==> config.mk <==
export PLATFORM = sky130hd
export DESIGN_NAME = crc16_record_framer_checker_core
export DESIGN_NICKNAME = d
export VERILOG_FILES = /design/src/sv/crcfc_pkg.sv /design/src/sv/crcfc_engine.sv /design/src/sv/crcfc_resq.sv /design/src/sv/crc16_record_framer_checker_core.sv
export SDC_FILE = /design/constraint.sdc
export NUM_CORES = 1
export LEC_CHECK = 0
export CAP_MARGIN = 20
export CORE_ASPECT_RATIO = 0.6
export CORE_MARGIN = 8
export CORE_UTILIZATION = 45
export DETAILED_ROUTE_END_ITERATION = 6
export DONT_BUFFER_PORTS = 1
export PLACE_DENSITY = 0.6
export SYNTH_ARGS = -nofsm -noshare
export SYNTH_HDL_FRONTEND = slang
export SYNTH_SLANG_ARGS = --single-unit
export TNS_END_PERCENT = 100
==> constraint.sdc <==
create_clock -name clk -period 8.65 [get_ports clk]
set_clock_uncertainty 0.1 [all_clocks]
set_input_delay 0.865 -clock clk [delete_from_list [all_inputs] [get_ports clk]]
set_output_delay 0.865 -clock clk [all_outputs]
set_load 0.02 [all_outputs]
==> src/sv/crcfc_pkg.sv <==
package crcfc_pkg;

    localparam int MEMORY_BYTES = 2048;
    localparam int QDEPTH = 4;
    localparam int QAW = $clog2(QDEPTH);
    localparam int MAX_RES = 3;

    localparam logic [6:0] DEV_BASE = 7'h50;
    localparam logic [15:0] POLY_RESET = 16'h1021;
    localparam logic [15:0] INIT_RESET = 16'hFFFF;

    typedef enum logic [1:0] {
        CMD_WRITE = 2'd0,
        CMD_READ  = 2'd1,
        CMD_BYTE  = 2'd2
    } cmd_t;

    typedef enum logic [1:0] {
        KIND_HEADER = 2'd0,
        KIND_DATA   = 2'd1,
        KIND_CRC    = 2'd2,
        KIND_STATUS = 2'd3
    } kind_t;

    typedef enum logic [1:0] {
        ERR_OK       = 2'd0,
        ERR_BOUNDS   = 2'd1,
        ERR_MISMATCH = 2'd2
    } err_t;

    typedef enum logic {
        REG_POLY = 1'b0,
        REG_INIT = 1'b1
    } reg_idx_t;

    typedef struct packed {
        kind_t      kind;
        logic [7:0] byte_value;
        logic [6:0] device_address;
        err_t       error_code;
        logic       last;
    } result_t;

    typedef struct packed {
        logic [1:0]             cnt;
        result_t [MAX_RES-1:0]  res;
    } push_t;

    typedef struct packed {
        logic space_ok;
    } q_status_t;

    function automatic result_t mk_res(kind_t k, logic [7:0] v, logic [6:0] d, err_t e,
                                       logic l);
        result_t r;
        r.kind = k;
        r.byte_value = v;
        r.device_address = d;
        r.error_code = e;
        r.last = l;
        return r;
    endfunction

    // MSB-first CRC-16, one byte, eight unrolled shift steps
    function automatic logic [15:0] crc_feed(logic [15:0] crc, logic [15:0] poly,
                                             logic [7:0] data);
        logic [15:0] c;
        c = crc ^ {data, 8'h00};
        for (int b = 0; b < 8; b++)
        begin
            if (c[15])
                c = {c[14:0], 1'b0} ^ poly;
            else
                c = {c[14:0], 1'b0};
        end
        return c;
    endfunction

endpackage

==> src/sv/crcfc_engine.sv <==
module crcfc_engine (
    input  logic                clk,
    input  logic                rst_n,
    input  logic                in_valid,
    output logic                in_stall,
    input  logic [1:0]          command,
    input  logic [10:0]         address,
    input  logic [11:0]         record_length,
    input  logic                crc_on,
    input  logic [7:0]          data_byte,
    input  logic [15:0]         crc_poly,
    input  logic [15:0]         crc_init,
    input  crcfc_pkg::q_status_t q_status,
    output crcfc_pkg::push_t    push
);

    typedef enum logic [4:0] {
        ST_IDLE   = 5'b00001,
        ST_WRITE  = 5'b00010,
        ST_RDATA  = 5'b00100,
        ST_CRC_HI = 5'b01000,
        ST_CRC_LO = 5'b10000
    } state_t;

    logic        in_vld_reg, in_vld_next;
    logic [1:0]  cmd_reg;
    logic [10:0] addr_reg;
    logic [11:0] len_reg;
    logic        crc_on_reg;
    logic [7:0]  data_reg;

    state_t      state_reg, state_next;
    logic [15:0] crc_reg, crc_next;
    logic [11:0] left_reg, left_next;
    logic        crc_en_reg, crc_en_next;
    logic [7:0]  rx_hi_reg, rx_hi_next;

    logic        take;
    logic        accept;
    logic [12:0] end_addr;
    logic [7:0]  offset;
    logic [6:0]  dev;
    logic [15:0] crc_fed;
    logic [11:0] left_dec;

    assign take     = in_vld_reg && q_status.space_ok;
    assign in_stall = in_vld_reg && !q_status.space_ok;
    assign accept   = in_valid && !in_stall;

    always_comb
    begin
        in_vld_next = in_vld_reg;
        if (accept)
            in_vld_next = 1'b1;
        else if (take)
            in_vld_next = 1'b0;
    end

    always_ff @(posedge clk or negedge rst_n)
    begin
        if (!rst_n)
            in_vld_reg <= 1'b0;
        else
            in_vld_reg <= in_vld_next;
    end

    always_ff @(posedge clk)
    begin
        if (accept)
        begin
            cmd_reg    <= command;
            addr_reg   <= address;
            len_reg    <= record_length;
            crc_on_reg <= crc_on;
            data_reg   <= data_byte;
        end
    end

    assign end_addr = {2'b00, addr_reg} + {1'b0, len_reg};
    assign offset   = addr_reg[7:0];
    assign dev      = crcfc_pkg::DEV_BASE | {4'b0000, addr_reg[10:8]};
    assign crc_fed  = crcfc_pkg::crc_feed(crc_reg, crc_poly, data_reg);
    assign left_dec = left_reg - 12'd1;

    always_comb
    begin
        state_next  = state_reg;
        crc_next    = crc_reg;
        left_next   = left_reg;
        crc_en_next = crc_en_reg;
        rx_hi_next  = rx_hi_reg;
        push        = '0;
        if (take)
        begin
            case (cmd_reg) inside
                crcfc_pkg::CMD_WRITE, crcfc_pkg::CMD_READ:
                begin
                    state_next = ST_IDLE;
                    push.cnt   = 2'd1;
                    if (end_addr > 13'(crcfc_pkg::MEMORY_BYTES))
                    begin
                        push.res[0] = crcfc_pkg::mk_res(crcfc_pkg::KIND_HEADER, offset, dev,
                                                        crcfc_pkg::ERR_BOUNDS, 1'b1);
                    end
                    else
                    begin
                        crc_next    = crc_init;
                        left_next   = len_reg;
                        crc_en_next = crc_on_reg;
                        push.res[0] = crcfc_pkg::mk_res(crcfc_pkg::KIND_HEADER, offset, dev,
                                                        crcfc_pkg::ERR_OK,
                                                        (len_reg == 12'd0) && !crc_on_reg);
                        if (len_reg == 12'd0)
                        begin
                            if (crc_on_reg)
                            begin
                                if (cmd_reg == crcfc_pkg::CMD_WRITE)
                                begin
                                    // empty write: CRC of no data straight away
                                    push.cnt    = 2'd3;
                                    push.res[1] = crcfc_pkg::mk_res(crcfc_pkg::KIND_CRC,
                                                                    crc_init[15:8], 7'd0,
                                                                    crcfc_pkg::ERR_OK, 1'b0);
                                    push.res[2] = crcfc_pkg::mk_res(crcfc_pkg::KIND_CRC,
                                                                    crc_init[7:0], 7'd0,
                                                                    crcfc_pkg::ERR_OK, 1'b1);
                                end
                                else
                                    state_next = ST_CRC_HI;
                            end
                        end
                        else if (cmd_reg == crcfc_pkg::CMD_WRITE)
                            state_next = ST_WRITE;
                        else
                            state_next = ST_RDATA;
                    end
                end
                crcfc_pkg::CMD_BYTE:
                begin
                    unique case (state_reg) inside
                        ST_IDLE:
                        begin
                        end
                        ST_CRC_HI:
                        begin
                            rx_hi_next = data_reg;
                            state_next = ST_CRC_LO;
                        end
                        ST_CRC_LO:
                        begin
                            push.cnt    = 2'd1;
                            push.res[0] = crcfc_pkg::mk_res(crcfc_pkg::KIND_STATUS, 8'd0, 7'd0,
                                              ({rx_hi_reg, data_reg} == crc_reg) ?
                                              crcfc_pkg::ERR_OK : crcfc_pkg::ERR_MISMATCH,
                                              1'b1);
                            state_next  = ST_IDLE;
                        end
                        ST_WRITE, ST_RDATA:
                        begin
                            crc_next    = crc_fed;
                            left_next   = left_dec;
                            push.cnt    = 2'd1;
                            push.res[0] = crcfc_pkg::mk_res(crcfc_pkg::KIND_DATA, data_reg, 7'd0,
                                              crcfc_pkg::ERR_OK,
                                              (left_dec == 12'd0) && !crc_en_reg);
                            if (left_dec == 12'd0)
                            begin
                                if (!crc_en_reg)
                                    state_next = ST_IDLE;
                                else if (state_reg == ST_WRITE)
                                begin
                                    push.cnt    = 2'd3;
                                    push.res[1] = crcfc_pkg::mk_res(crcfc_pkg::KIND_CRC,
                                                                    crc_fed[15:8], 7'd0,
                                                                    crcfc_pkg::ERR_OK, 1'b0);
                                    push.res[2] = crcfc_pkg::mk_res(crcfc_pkg::KIND_CRC,
                                                                    crc_fed[7:0], 7'd0,
                                                                    crcfc_pkg::ERR_OK, 1'b1);
                                    state_next  = ST_IDLE;
                                end
                                else
                                    state_next = ST_CRC_HI;
                            end
                        end
                        default:
                            state_next = ST_IDLE;
                    endcase
                end
                default:
                begin
                end
            endcase
        end
    end

    always_ff @(posedge clk or negedge rst_n)
    begin
        if (!rst_n)
        begin
            state_reg  <= ST_IDLE;
            crc_reg    <= crcfc_pkg::INIT_RESET;
            left_reg   <= 12'd0;
            crc_en_reg <= 1'b0;
            rx_hi_reg  <= 8'd0;
        end
        else
        begin
            state_reg  <= state_next;
            crc_reg    <= crc_next;
            left_reg   <= left_next;
            crc_en_reg <= crc_en_next;
            rx_hi_reg  <= rx_hi_next;
        end
    end

endmodule

==> src/sv/crcfc_resq.sv <==
module crcfc_resq (
    input  logic                 clk,
    input  logic                 rst_n,
    input  crcfc_pkg::push_t     push,
    output crcfc_pkg::q_status_t q_status,
    output logic                 out_valid,
    input  logic                 out_stall,
    output crcfc_pkg::result_t   head
);

    crcfc_pkg::result_t q_reg [crcfc_pkg::QDEPTH];

    logic [crcfc_pkg::QAW-1:0] wr_ptr_reg, wr_ptr_next;
    logic [crcfc_pkg::QAW-1:0] rd_ptr_reg, rd_ptr_next;
    logic [crcfc_pkg::QAW:0]   count_reg, count_next;
    logic                      pop;

    assign out_valid = (count_reg != '0);
    assign pop       = out_valid && !out_stall;
    assign head      = q_reg[rd_ptr_reg];

    // room for the largest burst one request can cause
    assign q_status.space_ok =
        (count_reg <= (crcfc_pkg::QAW+1)'(crcfc_pkg::QDEPTH - crcfc_pkg::MAX_RES));

    assign wr_ptr_next = wr_ptr_reg + crcfc_pkg::QAW'(push.cnt);
    assign rd_ptr_next = rd_ptr_reg + crcfc_pkg::QAW'(pop);
    assign count_next  = count_reg + (crcfc_pkg::QAW+1)'(push.cnt)
                                   - (crcfc_pkg::QAW+1)'(pop);

    always_ff @(posedge clk or negedge rst_n)
    begin
        if (!rst_n)
        begin
            wr_ptr_reg <= '0;
            rd_ptr_reg <= '0;
            count_reg  <= '0;
        end
        else
        begin
            wr_ptr_reg <= wr_ptr_next;
            rd_ptr_reg <= rd_ptr_next;
            count_reg  <= count_next;
        end
    end

    always_ff @(posedge clk)
    begin
        for (int i = 0; i < crcfc_pkg::MAX_RES; i++)
        begin
            if (i < int'(push.cnt))
                q_reg[crcfc_pkg::QAW'(int'(wr_ptr_reg) + i)] <= push.res[i];
        end
    end

endmodule

==> src/sv/crc16_record_framer_checker_core.sv <==
// Channel   Direction  Handshake            Payload
// config    in         psel/penable/pready  paddr, pwdata, prdata (poly at 0, init at 4)
// request   in         in_valid/in_stall    command, address, record_length, crc_on, data_byte
// result    out        out_valid/out_stall  kind, byte_value, device_address, error_code, last
//
// A request is held in the input register and worked from there, one request per cycle
// while in_stall is low. Each request yields up to three results into a four-entry result
// queue; in_stall rises while more than one result is queued, as a held request might not fit.
// A write's last byte with CRC on gives three results, drained at one per cycle while out_stall
// is low, so the next request waits until no more than one result is left.
// Reset clears the record state and the queue; no clearing pass.
module crc16_record_framer_checker_core (
    input  logic        clk,
    input  logic        rst_n,
    input  logic        psel,
    input  logic        penable,
    input  logic        pwrite,
    input  logic [2:0]  paddr,
    input  logic [31:0] pwdata,
    output logic [31:0] prdata,
    output logic        pready,
    input  logic        in_valid,
    output logic        in_stall,
    input  logic [1:0]  command,
    input  logic [10:0] address,
    input  logic [11:0] record_length,
    input  logic        crc_on,
    input  logic [7:0]  data_byte,
    output logic        out_valid,
    input  logic        out_stall,
    output logic [1:0]  kind,
    output logic [7:0]  byte_value,
    output logic [6:0]  device_address,
    output logic [1:0]  error_code,
    output logic        last
);

    logic [15:0] poly_reg, poly_next;
    logic [15:0] init_reg, init_next;
    logic        wr_en;

    crcfc_pkg::push_t     push;
    crcfc_pkg::q_status_t q_status;
    crcfc_pkg::result_t   head;

    assign pready = 1'b1;
    assign wr_en  = psel && penable && pwrite && pready;

    always_comb
    begin
        poly_next = poly_reg;
        init_next = init_reg;
        if (wr_en)
        begin
            unique case (crcfc_pkg::reg_idx_t'(paddr[2]))
                crcfc_pkg::REG_POLY: poly_next = pwdata[15:0];
                crcfc_pkg::REG_INIT: init_next = pwdata[15:0];
                default:
                begin
                end
            endcase
        end
    end

    always_ff @(posedge clk or negedge rst_n)
    begin
        if (!rst_n)
        begin
            poly_reg <= crcfc_pkg::POLY_RESET;
            init_reg <= crcfc_pkg::INIT_RESET;
        end
        else
        begin
            poly_reg <= poly_next;
            init_reg <= init_next;
        end
    end

    assign prdata = (crcfc_pkg::reg_idx_t'(paddr[2]) == crcfc_pkg::REG_INIT) ?
                    {16'd0, init_reg} : {16'd0, poly_reg};

    crcfc_engine u_engine (
        .clk           (clk),
        .rst_n         (rst_n),
        .in_valid      (in_valid),
        .in_stall      (in_stall),
        .command       (command),
        .address       (address),
        .record_length (record_length),
        .crc_on        (crc_on),
        .data_byte     (data_byte),
        .crc_poly      (poly_reg),
        .crc_init      (init_reg),
        .q_status      (q_status),
        .push          (push)
    );

    crcfc_resq u_resq (
        .clk       (clk),
        .rst_n     (rst_n),
        .push      (push),
        .q_status  (q_status),
        .out_valid (out_valid),
        .out_stall (out_stall),
        .head      (head)
    );

    assign kind           = head.kind;
    assign byte_value     = head.byte_value;
    assign device_address = head.device_address;
    assign error_code     = head.error_code;
    assign last           = head.last;

    a_status_last: assert property (@(posedge clk) disable iff (!rst_n)
        (out_valid && kind == crcfc_pkg::KIND_STATUS) |-> last)
        else $error("status result without last");

    a_bounds_last: assert property (@(posedge clk) disable iff (!rst_n)
        (out_valid && kind == crcfc_pkg::KIND_HEADER && error_code == crcfc_pkg::ERR_BOUNDS)
        |-> last)
        else $error("rejected header without last");

    a_push_room: assert property (@(posedge clk) disable iff (!rst_n)
        (push.cnt != 2'd0) |-> q_status.space_ok)
        else $error("results pushed into a full queue");

    a_stall_holds: assert property (@(posedge clk) disable iff (!rst_n)
        (in_stall && !q_status.space_ok) |=> in_stall || q_status.space_ok)
        else $error("held request lost");

endmodule
==> results.toml <==
[run_status]
status = "completed"

[synth]
synth_area_leaders = "edfxtp_1 (18%), dfrtp_1 (9.1%), dfstp_2 (7.5%), xnor2_1 (6.3%), nand2_1 (5.2%)"
yosysWarnings = 0
synth_edf_count = 74
syn_inst = 1339
synth_top_flop_cell = "edfxtp_1"
ys_seq_elements = 184
syn_area_per_cell_sq_um = 9.41
synth_cell_type_count = 96
synth_area_sq_mm = 0.0126
seq_area_frac_synth_pct = 38.7
yosys.area.top_type = "edfxtp_1"
yosysTopAreaCellShare_pct = 17.6
synthArstFlopShare_pct = 44.6

[clock_tree]
path_clk_slew_ns = 0.07
cts_num_sinks = 184
clkLatencyLatePin_ns = 0.46
h-tree-depth = 4
clk_path_buf_depth = 2
cts_buffers = 17
cts_tree = "yes"
cts_root_buf = "clkbuf_16"
post_cts_buffers = 0

[layout]
largest_reg_flops = 68
syn2layout_area_growth_pct = 7.07
multi_input_area_sq_mm = 0.00722
utilization_pct = 49.0
fill_cells = 2559
layout.nets = 1403
seq_area_sq_mm = 0.00488
final_layout_size_suffix_gt1_share_pct = 14.0
num_antenna_cells = 0

[global_routing]
antenna_found_initial = 1
grt_use_total_pct = 24.5
grt.overflow.total = 0
grt_pass1_vias = 9809
grt_max_degree = 57
grt_first_pass_wirelength_um = 63400

[floorplanning]
die-area_sq_mm = 0.0338
die_h_um = 146
die_w_um = 232
boundaryPins = 131
start_util_pct = 45.8
design.core.area_sq_mm = 0.0275
rows = 47

[route]
drt_wl_total_um = 42200
first_pass_iters = 5
post-route-drc-count = 0
drt-initial-drc-count = 1270
ant_nets = 0
num_vias = 10700
wire_per_inst_um = 25.0
via_per_inst = 6.37

[worst_setup_path]
end_kind = "flip-flop"
crit_path_max_incr_delay_ns = 0.96
worstPathCellList = "inv_1, nand2_1, o32ai_1, or2_2, nor2_1, xnor3_1, o22ai_1, o22a_1, nor4_2, buf_4, o21ai_1, xnor2_1, a221oi_1, nor3_1"
r2r_start = "poly_reg[15]"
reg2reg_to = "u_resq.q_reg[0][12]"
cpMaxStageDelayCell = "dfrtp_1"
cp.arrival_ns = 6.32
critPathMaxFanout = 32
cp_data_required_time_ns = 8.72
crit_start = "poly_reg[15]"
reg2reg_slack_ns = 2.40
worstRegToRegCells = 14
startpoint_type = "flip-flop"
critPathKind = "flip-flop to flip-flop"

[timing]
rsz0062_at_grt = "false"
layout_setup_ws_ns = 2.40
fmax_mhz = 160
fin_crit_ns = 6.25
worstMarginPinSlew_ns = 1.05
setup_viol = 0
timing.final.crit_share_pct = 72.2
slew_viol_final = 0
tns_ns = 0
relSlewSlack_pct = 29.2
hold_violations = 0

[placed_design]
hpwlAfterDp_um = 31300
port_buffers = 0
post-place-ws_ns = 2.75
place_congestion = 0.983

[worst_hold_path]
hold_class = "input port to async pin"

[run]
max_cap_violations = 0
cells in the mapped netlist, types with 17 or more instances:
cell type and n:
nand2_1 175, nor2_1 94, xnor2_1 91, a21oi_1 85, o21ai_0 77, edfxtp_1 74, clkbuf_1 56, mux2_2 51
nand3_1 48, dfrtp_1 46, dfstp_2 36, inv_1 32, dfxtp_1 28, nor3_1 26, a22o_1 23, nand4_1 22
buf_4 21, nor4_1 20, xor2_1 19, ha_1 18, a22oi_1 17, a31oi_1 17, mux4_2 17
layout by cell type (no fill, tap or decap), types with 36 or more instances in the layout:
master / netlist / routed
dfrtp_1: 46 / 46
a21oi_1: 85 / 85
dfstp_2: 36 / 36
mux2_2: 51 / 51
edfxtp_1: 74 / 74
xnor2_1: 91 / 91
nand2_1: 175 / 175
nor2_1: 94 / 94
nand3_1: 48 / 48
o21ai_0: 77 / 77
layer usage:
layer	share of wire [%]	wire length, um	GRT usage (%)
met5	0.040	17	0
met4	1.3	568	5.59
met3	12	5160	8.00
met2	38	16000	30.9
met1	48	20400	38.9
final cells by class:
class                           instances  area share (%)
Timing Repair Buffer                   22            1.34
Clock buffer                           18            3.18
Tap cell                              367            3.40
Multi-Input combinational cell       1048            53.5
Inverter                               34           0.946
Clock inverter                         14            1.44
Sequential cell                       184            36.2
worst max-delay path: cells and delay by family, from the launching register on:
kind	cells	cell delay, ns
and+or+nand+nor	5	1.66
xor gates and xnor gates	2	1.52
DFF	1	0.96
AOI/OAI and AO/OA	5	0.92
buffers and inverters	2	0.78
metrics by stage:
| step | cells | hold WS [ns] | area (sq um) |
|---|---|---|---|
| after floorplan | 1356 | 0.318 | 12700 |
| after global placement | 1652 | 0.330 | 12800 |
| after detailed placement | 1652 | 0.334 | 12800 |
| after CTS | 1685 | 0.125 | 13500 |
| after global routing | 1687 | 0.129 | 13500 |
| final | 1687 | 0.138 | 13500 |
cells by family after synthesis:
group | synth area share, %
mux | 7.92
other cells | 0.0596
simple gates | 16.9
compound gates | 18.8
fa+ha+maj | 2.19
xor+xnor | 10.9
flops | 38.7
buf+inv | 4.51
what timing repair did:
item                                   in CTS  in global routing
hold buffers                                1                  0
gates resized for setup                     0                  0
endpoints found under the hold margin      46                  0
worst max-delay path by stage:
| stage | to | slack (ns) | depth (start not counted) |
|---|---|---|---|
| 2_1_floorplan | u_resq.q_reg[1][0] | 4.11 | 14 |
| 3_3_place_gp | u_resq.q_reg[0][12] | 2.79 | 14 |
| 3_5_place_dp | u_resq.q_reg[0][12] | 2.75 | 14 |
| 4_1_cts | u_resq.q_reg[0][12] | 2.71 | 14 |
| 5_1_grt | u_resq.q_reg[0][12] | 2.06 | 14 |
| 6_report | u_resq.q_reg[0][12] | 2.40 | 14 |
Power is left out: the tool's default activity adds up to more than one toggle a clock period on the data nets, which glitch-free logic cannot reach.
